<file path="src/rtl/epf_pkg.sv">
// Package with the shared widths, codes and defaults of the Euler path finder.
package epf_pkg;

  localparam int VW  = 6;   // vertex number width
  localparam int NV  = 64;  // vertices reachable through a 6-bit endpoint
  localparam int KW  = 2;   // request kind width
  localparam int SW  = 3;   // status width
  localparam int CW  = 7;   // vertex_count register width
  localparam int TLW = 7;   // tour_length width

  localparam int DEF_MAX_VERTICES = 64;
  localparam int DEF_MAX_EDGES    = 63;

  typedef enum logic [KW-1:0] {
    KIND_ADD     = 2'd0,
    KIND_COMPUTE = 2'd1,
    KIND_CLEAR   = 2'd2
  } kind_e;

  typedef enum logic [SW-1:0] {
    ST_TOUR     = 3'd0,
    ST_TAKEN    = 3'd1,
    ST_REJECTED = 3'd2,
    ST_ODD      = 3'd3,
    ST_DISCONN  = 3'd4,
    ST_EMPTY    = 3'd5,
    ST_CLEARED  = 3'd6
  } status_e;

  typedef enum logic [3:0] {
    S_IDLE,
    S_DEG,
    S_SCAN,
    S_DECIDE,
    S_CONN,
    S_CHECK,
    S_WSCAN,
    S_WPOP,
    S_EMRD,
    S_EMOUT,
    S_RESULT
  } state_e;

endpackage

</file>
<file path="src/rtl/epf_if.sv">
// Request and response channel interfaces of the Euler path finder.
interface epf_in_if;
  logic                     valid;
  logic                     ready;
  logic [epf_pkg::KW-1:0]   kind;
  logic [epf_pkg::VW-1:0]   endpoint_a;
  logic [epf_pkg::VW-1:0]   endpoint_b;
  modport source (output valid, kind, endpoint_a, endpoint_b, input ready);
  modport sink   (input valid, kind, endpoint_a, endpoint_b, output ready);
endinterface

interface epf_out_if;
  logic                     valid;
  logic                     ready;
  logic [epf_pkg::SW-1:0]   status;
  logic [epf_pkg::VW-1:0]   vertex;
  logic [epf_pkg::TLW-1:0]  tour_length;
  logic                     last;
  modport source (output valid, status, vertex, tour_length, last, input ready);
  modport sink   (input valid, status, vertex, tour_length, last, output ready);
endinterface

</file>
<file path="src/rtl/euler_path_finder.sv">
// Top level of the Euler path finder: edge store, checks, Hierholzer walk, tour output.
//
// Add and clear requests are handled in the idle state and answer with one response. A
// compute request on a nonzero vertex count first sweeps the edge memory once for
// degrees, scans the 64 vertex parities, then repeats connectivity sweeps over the edge
// memory until nothing changes. The walk scans the edge memory from the newest edge down
// for each step, and every tour vertex is then read from the tour memory and sent out,
// waiting while the response side stalls. Only one request is in work at a time; a new
// one is taken once the block is idle and the response register is free or being
// emptied.
module euler_path_finder #(
  parameter int MAX_VERTICES = epf_pkg::DEF_MAX_VERTICES,
  parameter int MAX_EDGES    = epf_pkg::DEF_MAX_EDGES
) (
  input  logic                   clk_i,
  input  logic                   rst_ni,
  input  logic                   cfg_we_i,
  input  logic [epf_pkg::CW-1:0] cfg_wdata_i,
  epf_in_if.sink                 req_i,
  epf_out_if.source              rsp_o
);
  import epf_pkg::*;

  localparam int SD   = MAX_EDGES + 1;
  localparam int EIW  = (MAX_EDGES > 1) ? $clog2(MAX_EDGES) : 1;
  localparam int SCW  = $clog2(MAX_EDGES + 1);
  localparam int SIW  = $clog2(SD);
  localparam int SPW  = $clog2(SD + 1);

  state_e state_q, state_d;

  logic [CW-1:0]        vc_q, vc_d;
  logic [SCW-1:0]       stored_q, stored_d;
  logic [MAX_EDGES-1:0] used_q, used_d;
  logic [NV-1:0]        parity_q, parity_d, active_q, active_d, vis_q, vis_d;
  logic [SCW-1:0]       ecnt_q, ecnt_d;
  logic                 rv_q, rv_d;
  logic [EIW-1:0]       ri_q, ri_d;
  logic                 chg_q, chg_d;
  logic [VW-1:0]        vi_q, vi_d;
  logic [1:0]           oddc_q, oddc_d;
  logic                 hodd_q, hodd_d, hact_q, hact_d;
  logic [VW-1:0]        fodd_q, fodd_d, fact_q, fact_d;
  logic [VW-1:0]        top_q, top_d;
  logic [SPW-1:0]       sp_q, sp_d, cnt_q, cnt_d, ei_q, ei_d;
  status_e              res_q, res_d;

  logic                 ov_q, ov_d;
  logic [SW-1:0]        os_q, os_d;
  logic [VW-1:0]        ovx_q, ovx_d;
  logic [TLW-1:0]       otl_q, otl_d;
  logic                 olast_q, olast_d;

  // Edge memory and the two walk memories.
  logic                 e_we;
  logic [EIW-1:0]       e_raddr;
  logic [2*VW-1:0]      e_rdata;
  logic                 s_we, t_we;
  logic [SIW-1:0]       s_waddr, s_raddr, t_raddr;
  logic [VW-1:0]        s_wdata, s_rdata, t_rdata;

  logic [VW-1:0]  ea, eb, other;
  logic           slot_free, in_acc, add_ok, issue_asc, issue_desc, hit, em_last;
  logic [SCW-1:0] ecnt_m1;
  logic [SPW-1:0] sp_m2, t_idx;
  logic [CW-1:0]  cfg_sat;

  assign ea         = e_rdata[2*VW-1:VW];
  assign eb         = e_rdata[VW-1:0];
  assign slot_free  = !ov_q || rsp_o.ready;
  assign req_i.ready = (state_q == S_IDLE) && slot_free;
  assign in_acc     = req_i.valid && req_i.ready;
  assign add_ok     = ({1'b0, req_i.endpoint_a} < vc_q) && ({1'b0, req_i.endpoint_b} < vc_q)
                      && (32'(stored_q) < MAX_EDGES);
  assign issue_asc  = ecnt_q < stored_q;
  assign hit        = rv_q && !used_q[ri_q] && ((ea == top_q) || (eb == top_q));
  assign issue_desc = (ecnt_q != '0) && !hit;
  assign other      = (ea == top_q) ? eb : ea;
  assign ecnt_m1    = ecnt_q - 1'b1;
  assign sp_m2      = sp_q - SPW'(2);
  assign t_idx      = cnt_q - 1'b1 - ei_q;
  assign em_last    = (ei_q == cnt_q - 1'b1);
  assign cfg_sat    = (32'(cfg_wdata_i) > MAX_VERTICES) ? CW'(MAX_VERTICES) : cfg_wdata_i;

  assign e_we    = in_acc && (req_i.kind == KIND_ADD) && add_ok;
  assign e_raddr = (state_q == S_WSCAN) ? ecnt_m1[EIW-1:0] : ecnt_q[EIW-1:0];
  assign t_raddr = t_idx[SIW-1:0];

  epf_ram #(.W(2*VW), .D(MAX_EDGES)) u_edges (
    .clk_i, .we_i(e_we), .waddr_i(stored_q[EIW-1:0]),
    .wdata_i({req_i.endpoint_a, req_i.endpoint_b}), .raddr_i(e_raddr), .rdata_o(e_rdata)
  );
  epf_ram #(.W(VW), .D(SD)) u_stack (
    .clk_i, .we_i(s_we), .waddr_i(s_waddr), .wdata_i(s_wdata),
    .raddr_i(s_raddr), .rdata_o(s_rdata)
  );
  epf_ram #(.W(VW), .D(SD)) u_tour (
    .clk_i, .we_i(t_we), .waddr_i(cnt_q[SIW-1:0]), .wdata_i(top_q),
    .raddr_i(t_raddr), .rdata_o(t_rdata)
  );

  // Next state.
  always_comb begin
    state_d = state_q;
    unique case (state_q)
      S_IDLE: begin
        if (in_acc && (req_i.kind == KIND_COMPUTE)) begin
          state_d = (vc_q == '0) ? S_RESULT : S_DEG;
        end
      end
      S_DEG:    if (!issue_asc && !rv_q) state_d = S_SCAN;
      S_SCAN:   if (vi_q == VW'(NV - 1)) state_d = S_DECIDE;
      S_DECIDE: state_d = (oddc_q[0] || !hact_q) ? S_RESULT : S_CONN;
      S_CONN:   if (!issue_asc && !rv_q && !chg_q) state_d = S_CHECK;
      S_CHECK:  state_d = ((active_q & ~vis_q) != '0) ? S_RESULT : S_WSCAN;
      S_WSCAN: begin
        if (!rv_q && (ecnt_q == '0)) begin
          state_d = (sp_q == SPW'(1)) ? S_EMRD : S_WPOP;
        end
      end
      S_WPOP:   state_d = S_WSCAN;
      S_EMRD:   state_d = S_EMOUT;
      S_EMOUT:  if (slot_free) state_d = em_last ? S_IDLE : S_EMRD;
      S_RESULT: if (slot_free) state_d = S_IDLE;
      default:  state_d = S_IDLE;
    endcase
  end

  // Datapath and outputs.
  always_comb begin
    vc_d = vc_q;         stored_d = stored_q; used_d = used_q;
    parity_d = parity_q; active_d = active_q; vis_d = vis_q;
    ecnt_d = ecnt_q;     rv_d = 1'b0;         ri_d = ri_q;     chg_d = chg_q;
    vi_d = vi_q;         oddc_d = oddc_q;     hodd_d = hodd_q; hact_d = hact_q;
    fodd_d = fodd_q;     fact_d = fact_q;     top_d = top_q;
    sp_d = sp_q;         cnt_d = cnt_q;       ei_d = ei_q;     res_d = res_q;
    ov_d = ov_q && !rsp_o.ready;
    os_d = os_q; ovx_d = ovx_q; otl_d = otl_q; olast_d = olast_q;
    s_we = 1'b0; s_waddr = sp_q[SIW-1:0]; s_wdata = other; s_raddr = sp_m2[SIW-1:0];
    t_we = 1'b0;

    unique case (state_q)
      S_IDLE: begin
        if (in_acc) begin
          unique case (req_i.kind)
            KIND_ADD: begin
              ov_d = 1'b1; ovx_d = '0; otl_d = '0; olast_d = 1'b1;
              if (add_ok) begin
                os_d = ST_TAKEN;
                used_d[stored_q[EIW-1:0]] = 1'b0;
                stored_d = stored_q + 1'b1;
              end else begin
                os_d = ST_REJECTED;
              end
            end
            KIND_CLEAR: begin
              ov_d = 1'b1; os_d = ST_CLEARED; ovx_d = '0; otl_d = '0; olast_d = 1'b1;
              stored_d = '0; used_d = '0;
            end
            KIND_COMPUTE: begin
              res_d = ST_EMPTY;
              ecnt_d = '0; parity_d = '0; active_d = '0;
            end
            default: ;
          endcase
        end
      end
      S_DEG: begin
        if (issue_asc) begin
          rv_d = 1'b1; ri_d = ecnt_q[EIW-1:0]; ecnt_d = ecnt_q + 1'b1;
        end
        if (rv_q) begin
          parity_d = parity_q ^ (NV'(1) << ea) ^ (NV'(1) << eb);
          active_d = active_q | (NV'(1) << ea) | (NV'(1) << eb);
        end
        if (!issue_asc && !rv_q) begin
          vi_d = '0; oddc_d = '0; hodd_d = 1'b0; hact_d = 1'b0;
        end
      end
      S_SCAN: begin
        if (parity_q[vi_q]) begin
          if (oddc_q != 2'd3) oddc_d = oddc_q + 1'b1;
          if (!hodd_q) begin
            hodd_d = 1'b1; fodd_d = vi_q;
          end
        end
        if (active_q[vi_q] && !hact_q) begin
          hact_d = 1'b1; fact_d = vi_q;
        end
        vi_d = vi_q + 1'b1;
      end
      S_DECIDE: begin
        res_d = oddc_q[0] ? ST_ODD : ST_EMPTY;
        top_d = (oddc_q == 2'd2) ? fodd_q : fact_q;
        vis_d = NV'(1) << ((oddc_q == 2'd2) ? fodd_q : fact_q);
        ecnt_d = '0; chg_d = 1'b0;
      end
      S_CONN: begin
        if (issue_asc) begin
          rv_d = 1'b1; ri_d = ecnt_q[EIW-1:0]; ecnt_d = ecnt_q + 1'b1;
        end
        if (rv_q && (vis_q[ea] != vis_q[eb])) begin
          vis_d[ea] = 1'b1; vis_d[eb] = 1'b1; chg_d = 1'b1;
        end
        // Another full pass is needed whenever the last one grew the visited set.
        if (!issue_asc && !rv_q && chg_q) begin
          ecnt_d = '0; chg_d = 1'b0;
        end
      end
      S_CHECK: begin
        res_d = ST_DISCONN;
        used_d = '0; sp_d = SPW'(1); cnt_d = '0; ecnt_d = stored_q;
        s_we = 1'b1; s_waddr = '0; s_wdata = top_q;
      end
      S_WSCAN: begin
        if (issue_desc) begin
          rv_d = 1'b1; ri_d = ecnt_m1[EIW-1:0]; ecnt_d = ecnt_m1;
        end
        if (hit) begin
          // Take the edge and step along it; the scan restarts at the newest edge.
          used_d[ri_q] = 1'b1;
          s_we = 1'b1;
          sp_d = sp_q + 1'b1;
          top_d = other;
          ecnt_d = stored_q;
          rv_d = 1'b0;
        end else if (!rv_q && (ecnt_q == '0)) begin
          t_we = 1'b1;
          cnt_d = cnt_q + 1'b1;
          sp_d = sp_q - 1'b1;
          ei_d = '0;
        end
      end
      S_WPOP: begin
        top_d = s_rdata; ecnt_d = stored_q;
      end
      S_EMRD: ;
      S_EMOUT: begin
        if (slot_free) begin
          ov_d = 1'b1; os_d = ST_TOUR; ovx_d = t_rdata; otl_d = TLW'(cnt_q);
          olast_d = em_last;
          ei_d = ei_q + 1'b1;
          if (em_last) begin
            stored_d = '0; used_d = '0;
          end
        end
      end
      S_RESULT: begin
        if (slot_free) begin
          ov_d = 1'b1; os_d = res_q; ovx_d = '0; otl_d = '0; olast_d = 1'b1;
        end
      end
      default: ;
    endcase

    if (cfg_we_i) begin
      vc_d = cfg_sat; stored_d = '0; used_d = '0;
    end
  end

  always_ff @(posedge clk_i or negedge rst_ni) begin
    if (!rst_ni) begin
      state_q  <= S_IDLE;
      vc_q     <= '0;
      stored_q <= '0;
      used_q   <= '0;
      rv_q     <= 1'b0;
      ov_q     <= 1'b0;
    end else begin
      state_q  <= state_d;
      vc_q     <= vc_d;
      stored_q <= stored_d;
      used_q   <= used_d;
      rv_q     <= rv_d;
      ov_q     <= ov_d;
    end
  end

  always_ff @(posedge clk_i) begin
    parity_q <= parity_d; active_q <= active_d; vis_q <= vis_d;
    ecnt_q <= ecnt_d; ri_q <= ri_d; chg_q <= chg_d;
    vi_q <= vi_d; oddc_q <= oddc_d; hodd_q <= hodd_d; hact_q <= hact_d;
    fodd_q <= fodd_d; fact_q <= fact_d; top_q <= top_d;
    sp_q <= sp_d; cnt_q <= cnt_d; ei_q <= ei_d; res_q <= res_d;
    os_q <= os_d; ovx_q <= ovx_d; otl_q <= otl_d; olast_q <= olast_d;
  end

  assign rsp_o.valid       = ov_q;
  assign rsp_o.status      = os_q;
  assign rsp_o.vertex      = ovx_q;
  assign rsp_o.tour_length = otl_q;
  assign rsp_o.last        = olast_q;

`ifndef SYNTHESIS
  a_stored_bound: assert property (@(posedge clk_i) disable iff (!rst_ni)
    32'(stored_q) <= MAX_EDGES)
    else $error("edge count above capacity");
  a_stack_bound: assert property (@(posedge clk_i) disable iff (!rst_ni)
    (state_q == S_WSCAN) |-> (sp_q != '0) && (sp_q <= SPW'(stored_q) + 1'b1))
    else $error("walk stack pointer out of range");
  a_tour_bound: assert property (@(posedge clk_i) disable iff (!rst_ni)
    (state_q == S_EMOUT) |-> (cnt_q != '0) && (32'(cnt_q) <= SD) && (ei_q < cnt_q))
    else $error("tour index out of range");
  a_drop_after_tour: assert property (@(posedge clk_i) disable iff (!rst_ni)
    (state_q == S_EMOUT && slot_free && em_last && !cfg_we_i) |=>
      (stored_q == '0) && (used_q == '0) && (state_q == S_IDLE))
    else $error("edge store not cleared after tour");
`endif

endmodule

</file>
<file path="src/rtl/epf_ram.sv">
// Generic single-write, single-read RAM with a registered read port.
module epf_ram #(
  parameter int W = 8,
  parameter int D = 16,
  localparam int AW = (D > 1) ? $clog2(D) : 1
) (
  input  logic          clk_i,
  input  logic          we_i,
  input  logic [AW-1:0] waddr_i,
  input  logic [W-1:0]  wdata_i,
  input  logic [AW-1:0] raddr_i,
  output logic [W-1:0]  rdata_o
);

  logic [W-1:0] mem_q [D];

  always_ff @(posedge clk_i) begin
    if (we_i) begin
      mem_q[waddr_i] <= wdata_i;
    end
    rdata_o <= mem_q[raddr_i];
  end

endmodule
</file>
<file path="src/flat_wrapper.sv">
// flat-port wrapper written by rule: the top's interface ports become plain ports
module euler_path_finder_flat import epf_pkg::*;
#(
  parameter int MAX_VERTICES = epf_pkg::DEF_MAX_VERTICES,
  parameter int MAX_EDGES    = epf_pkg::DEF_MAX_EDGES
)
  (clk_i, rst_ni, cfg_we_i, cfg_wdata_i, req_i_valid, req_i_kind, req_i_endpoint_a, req_i_endpoint_b, req_i_ready, rsp_o_valid, rsp_o_status, rsp_o_vertex, rsp_o_tour_length, rsp_o_last, rsp_o_ready);
  epf_in_if req_i_i ();
  epf_out_if rsp_o_i ();
  input  logic clk_i;
  input  logic rst_ni;
  input  logic cfg_we_i;
  input  logic [epf_pkg::CW-1:0] cfg_wdata_i;
  input wire logic [$bits(req_i_i.valid)-1:0] req_i_valid;
  input wire logic [$bits(req_i_i.kind)-1:0] req_i_kind;
  input wire logic [$bits(req_i_i.endpoint_a)-1:0] req_i_endpoint_a;
  input wire logic [$bits(req_i_i.endpoint_b)-1:0] req_i_endpoint_b;
  output wire logic [$bits(req_i_i.ready)-1:0] req_i_ready;
  output wire logic [$bits(rsp_o_i.valid)-1:0] rsp_o_valid;
  output wire logic [$bits(rsp_o_i.status)-1:0] rsp_o_status;
  output wire logic [$bits(rsp_o_i.vertex)-1:0] rsp_o_vertex;
  output wire logic [$bits(rsp_o_i.tour_length)-1:0] rsp_o_tour_length;
  output wire logic [$bits(rsp_o_i.last)-1:0] rsp_o_last;
  input wire logic [$bits(rsp_o_i.ready)-1:0] rsp_o_ready;
  assign req_i_i.valid = req_i_valid;
  assign req_i_i.kind = req_i_kind;
  assign req_i_i.endpoint_a = req_i_endpoint_a;
  assign req_i_i.endpoint_b = req_i_endpoint_b;
  assign req_i_ready = req_i_i.ready;
  assign rsp_o_valid = rsp_o_i.valid;
  assign rsp_o_status = rsp_o_i.status;
  assign rsp_o_vertex = rsp_o_i.vertex;
  assign rsp_o_tour_length = rsp_o_i.tour_length;
  assign rsp_o_last = rsp_o_i.last;
  assign rsp_o_i.ready = rsp_o_ready;
  euler_path_finder #(.MAX_VERTICES(MAX_VERTICES), .MAX_EDGES(MAX_EDGES)) u_core (.clk_i(clk_i), .rst_ni(rst_ni), .cfg_we_i(cfg_we_i), .cfg_wdata_i(cfg_wdata_i), .req_i(req_i_i), .rsp_o(rsp_o_i));
endmodule
</file>
<file path="config.mk">
export PLATFORM = sky130hd
export DESIGN_NAME = euler_path_finder_flat
export DESIGN_NICKNAME = d
export VERILOG_FILES = /design/src/rtl/epf_pkg.sv /design/src/rtl/epf_if.sv /design/src/rtl/euler_path_finder.sv /design/src/rtl/epf_ram.sv /design/src/flat_wrapper.sv
export SDC_FILE = /design/constraint.sdc
export NUM_CORES = 2
export LEC_CHECK = 0
export BUFFER_PORTS_ARGS = -buffer_cell sky130_fd_sc_hd__buf_2
export CORE_ASPECT_RATIO = 0.7
export CORE_MARGIN = 3
export CORE_UTILIZATION = 35
export DETAILED_ROUTE_END_ITERATION = 7
export PLACE_DENSITY = 0.49
export SKIP_CTS_REPAIR_TIMING = 1
export SKIP_LAST_GASP = 1
export SYNTH_ARGS = -nofsm -noshare
export SYNTH_HDL_FRONTEND = slang
export SYNTH_SLANG_ARGS = --single-unit
</file>
<file path="constraint.sdc">
create_clock -name clk_i -period 31.3 [get_ports clk_i]
set_clock_uncertainty 0.15 [all_clocks]
set_input_delay 1.565 -clock clk_i [delete_from_list [all_inputs] [get_ports clk_i]]
set_output_delay 1.565 -clock clk_i [all_outputs]
set_load 0.1 [all_outputs]
</file>
==> results.cfg <==
[run_status]
status = complete, but fails checks
violations = capacitance limit

[yosys]
postSynthAreaPerCell_um2 = 14.65
synthAdderAreaFrac_pct = 0.5511
synth_mux_area_share_pct = 11.61
syn_inst = 5671
synthTopCellsByArea = edfxtp_1 (65%), mux4_2 (10%), nor2_1 (3.2%), dfrtp_1 (2.5%), nand2_1 (2.3%)
yosysTopAreaCellShare_pct = 64.97
synth_top_family_by_area = multiplexers
ys_warn_count = 0
yosysMostFrequentCell = edfxtp_1
synth_compound_area_share_pct = 5.663
synthSimpleGateAreaFrac_pct = 9.931
synthFlopType = edfxtp_1
synth-edff-count = 1798
synth_top_area_cell = edfxtp_1
synth.distinct_cells = 82
yosysSeqAreaShare_pct = 68.02
syn_nets = 5733
mappedNetlistArea_mm2 = 0.08310
synth_xor_xnor_area_share_pct = 1.917
synth_common_cells = edfxtp_1 (1,798), nor2_1 (698), nand2_1 (503)
async_flop_share_pct = 4.307
ys_ff_latch = 1904

[routing]
drcViolationCount = 0
first_pass_iters = 6
wire_per_inst_um = 28.48
antenna_left = 0
vias = 51560
drtIter0Drc = 6786
routed_wl_um = 255900
viasPerCell = 5.739

[global_routing]
grt_use_total_pct = 20.57
antenna_found_initial = 8
grt_pass1_vias = 49660
grt_first_pass_wirelength_um = 367200
grt_start_max_net_pins = 105
grt_overflow_total = 0

[timing]
fin_setup_tns_ns = 0
fin_crit_sh_pct = 17.38
min_period_ns = 5.439
holdWs_ns = 0.3409
setup_violations = 0
fmaxAchievable_ghz = 0.1839
timing_hold_violations_final = 0
worstMarginPinSlew_ns = 1.480
final_max_slew_viol_count = 0
rsz0062_at_grt = false
slew_headroom_pct = 0.9779

[layout]
num-fill-cells = 21500
drive_above_1_share_pct = 15.22
syn_to_final_growth_pct = 12.08
fin_nets = 5745

[power]
swShare_pct = 37.03
p_seq_share_pct = 38.7
power_frac_comb_pct = 34.5
peakVddDrop_v = 0.00005983
p_clk_share_pct = 26.8
p_per_area_mw_per_mm2 = 92.32
power.internal_uw = 5414
leakage_uw = 0.03047
p_sw_uw = 3184

[die]
dieWidth_um = 588.4
core-area_mm2 = 0.2343
initial_core_util_pct = 35.47
fp-row-count = 148
dieArea_mm2 = 0.2434
die_y_um = 413.7
pin_count = 45

[place]
io_buffer_count = 44
hpwl_um = 159300
globalplace.congestion = 0.9299

[setup_path]
crit_path_start_kind = primary input
path_class = in2reg
cp-end-kind = flip-flop
reg2regPathDepth = 10
cp.required_ns = 31.59
path_max_fanout = 64
arrival_ns = 5.73

[clock_network]
cts_root_buffer = clkbuf_16
numClockSinks = 1904
cts_made_buffers = 196
cts_buffer_depth = 4
htree_levels = 4
cts_tree = done
insertion_delay_ns = 0.85
clk_pin_slew_ns = 0.06

[flow_run]
cap_violations = 1

[hold_path]
hold_class = reg2reg
hold_depth = 2
metrics by stage:
stage	util, %	setup WS [ns]	total power [uW]	cells	cell area, um^2
4_1_cts	39.76	25.84	8615	8983	93130
6_report	39.76	25.86	8598	8984	93140
2_1_floorplan	-	8.055	5194	5671	83100
3_3_place_gp	37.13	24.85	6285	8635	86970
3_5_place_dp	37.13	24.96	6299	8635	86970
5_1_grt	39.76	25.60	8949	8983	93130
worst paths after layout:
path / end / slack (ns) / from
setup / recovery: u_core.u_edges.mem_q[48][6]$_DFFE_PP_ / 25.86 / req_i_endpoint_a[2]
hold / removal: u_core.used_q[27]$_DFFE_PN0P_ / 0.34 / u_core.used_q[27]$_DFFE_PN0P_
setup reg to reg: u_core.u_edges.rdata_o[7]$_DFF_P_ / 25.93 / u_core.state_q[1]$_DFFE_PN0P_
hold reg to reg: u_core.used_q[27]$_DFFE_PN0P_ / 0.34 / u_core.used_q[27]$_DFFE_PN0P_
max in group asynchronous: u_core.stored_q[0]$_DFFE_PN0P_ / 29.23 / rst_ni
min in group asynchronous: u_core.used_q[35]$_DFFE_PN0P_ / 0.63 / rst_ni
critical path, cell delays in order:
cell and delay [ns]:
buf_2 0.08, buf_4 0.65, ha_1 0.37, o21ai_0 0.16, nand2b_1 0.08, a311oi_1 0.30
o311a_1 0.48, nand2_1 0.09, nor3_1 0.15, buf_4 0.29, nand4_1 0.44, nor2_1 1.04
final cells by class:
type,instances,area (um^2),area share [%]
repair buffers,163,1129,1.212
diodes,1,2.502,0.002687
clock inverters,108,988.4,1.061
flip-flops and latches,1904,56530,60.69
inverters,119,456.7,0.4903
multi-input cells,3299,24920,26.76
clock buffers,240,5172,5.554
well taps,3150,3941,4.232
per-layer routing:
metal,part of all wire (%),track usage (%),up-vias
li1,-,-,21880
met1,47,32.00,27010
met2,42,28.74,2353
met3,9.5,5.176,319
met4,2.0,4.237,6
met5,0.015,0,-
logic make-up after synthesis:
family                   Yosys count
multiplexers                     490
flip-flops                      1904
AND/OR/NAND/NOR                 1868
buffers and inverters            468
AO/OA/AOI/OAI                    727
adder cells (fa/ha/maj)           36
XOR/XNOR                         178
placed cells by master, fill, tap and decap left out, types with 19 or more instances in the layout:
master	Yosys	routed
a211oi_1	19	19
a21oi_1	199	192
a221oi_1	31	31
a311oi_1	28	28
a31oi_1	35	35
and3_1	54	54
buf_2	83	43
buf_4	13	119
clkbuf_1	202	36
clkbuf_16	0	198
clkinv_1	3	40
clkinv_2	0	40
dfrtp_1	82	82
dfxtp_1	24	22
edfxtp_1	1798	1798
ha_1	35	34
inv_1	112	112
mux2i_1	100	100
mux4_2	378	378
nand2_1	503	498
nand2b_1	39	39
nand3_1	246	242
nand4_1	24	24
nor2_1	698	697
nor2b_1	38	38
nor3_1	177	173
o21ai_0	128	127
o221ai_1	53	53
o22ai_1	120	120
xnor2_1	90	87
xor2_1	85	83
registers in the layout, indices dropped and copies added (netlist names), 12 cells and up:
signal,count
u_core.u_tour.mem_q,384
u_core.u_stack.mem_q,384
u_core.vis_q,64
u_core.used_q,63
u_core.active_q,64
u_core.u_edges.rdata_o,12
u_core.u_edges.mem_q,756
u_core.parity_q,64
power groups by stage:
stage               Clock [uW]  Combinational, uW  Sequential (uW)
finish                    2310               2970             3320
floorplan                    0               1780             3420
global placement             0               2920             3370
global route              2470               3150             3330
CTS                       2360               2940             3320
detailed placement           0               2930             3370
Power figures use the tool's default switching activity.
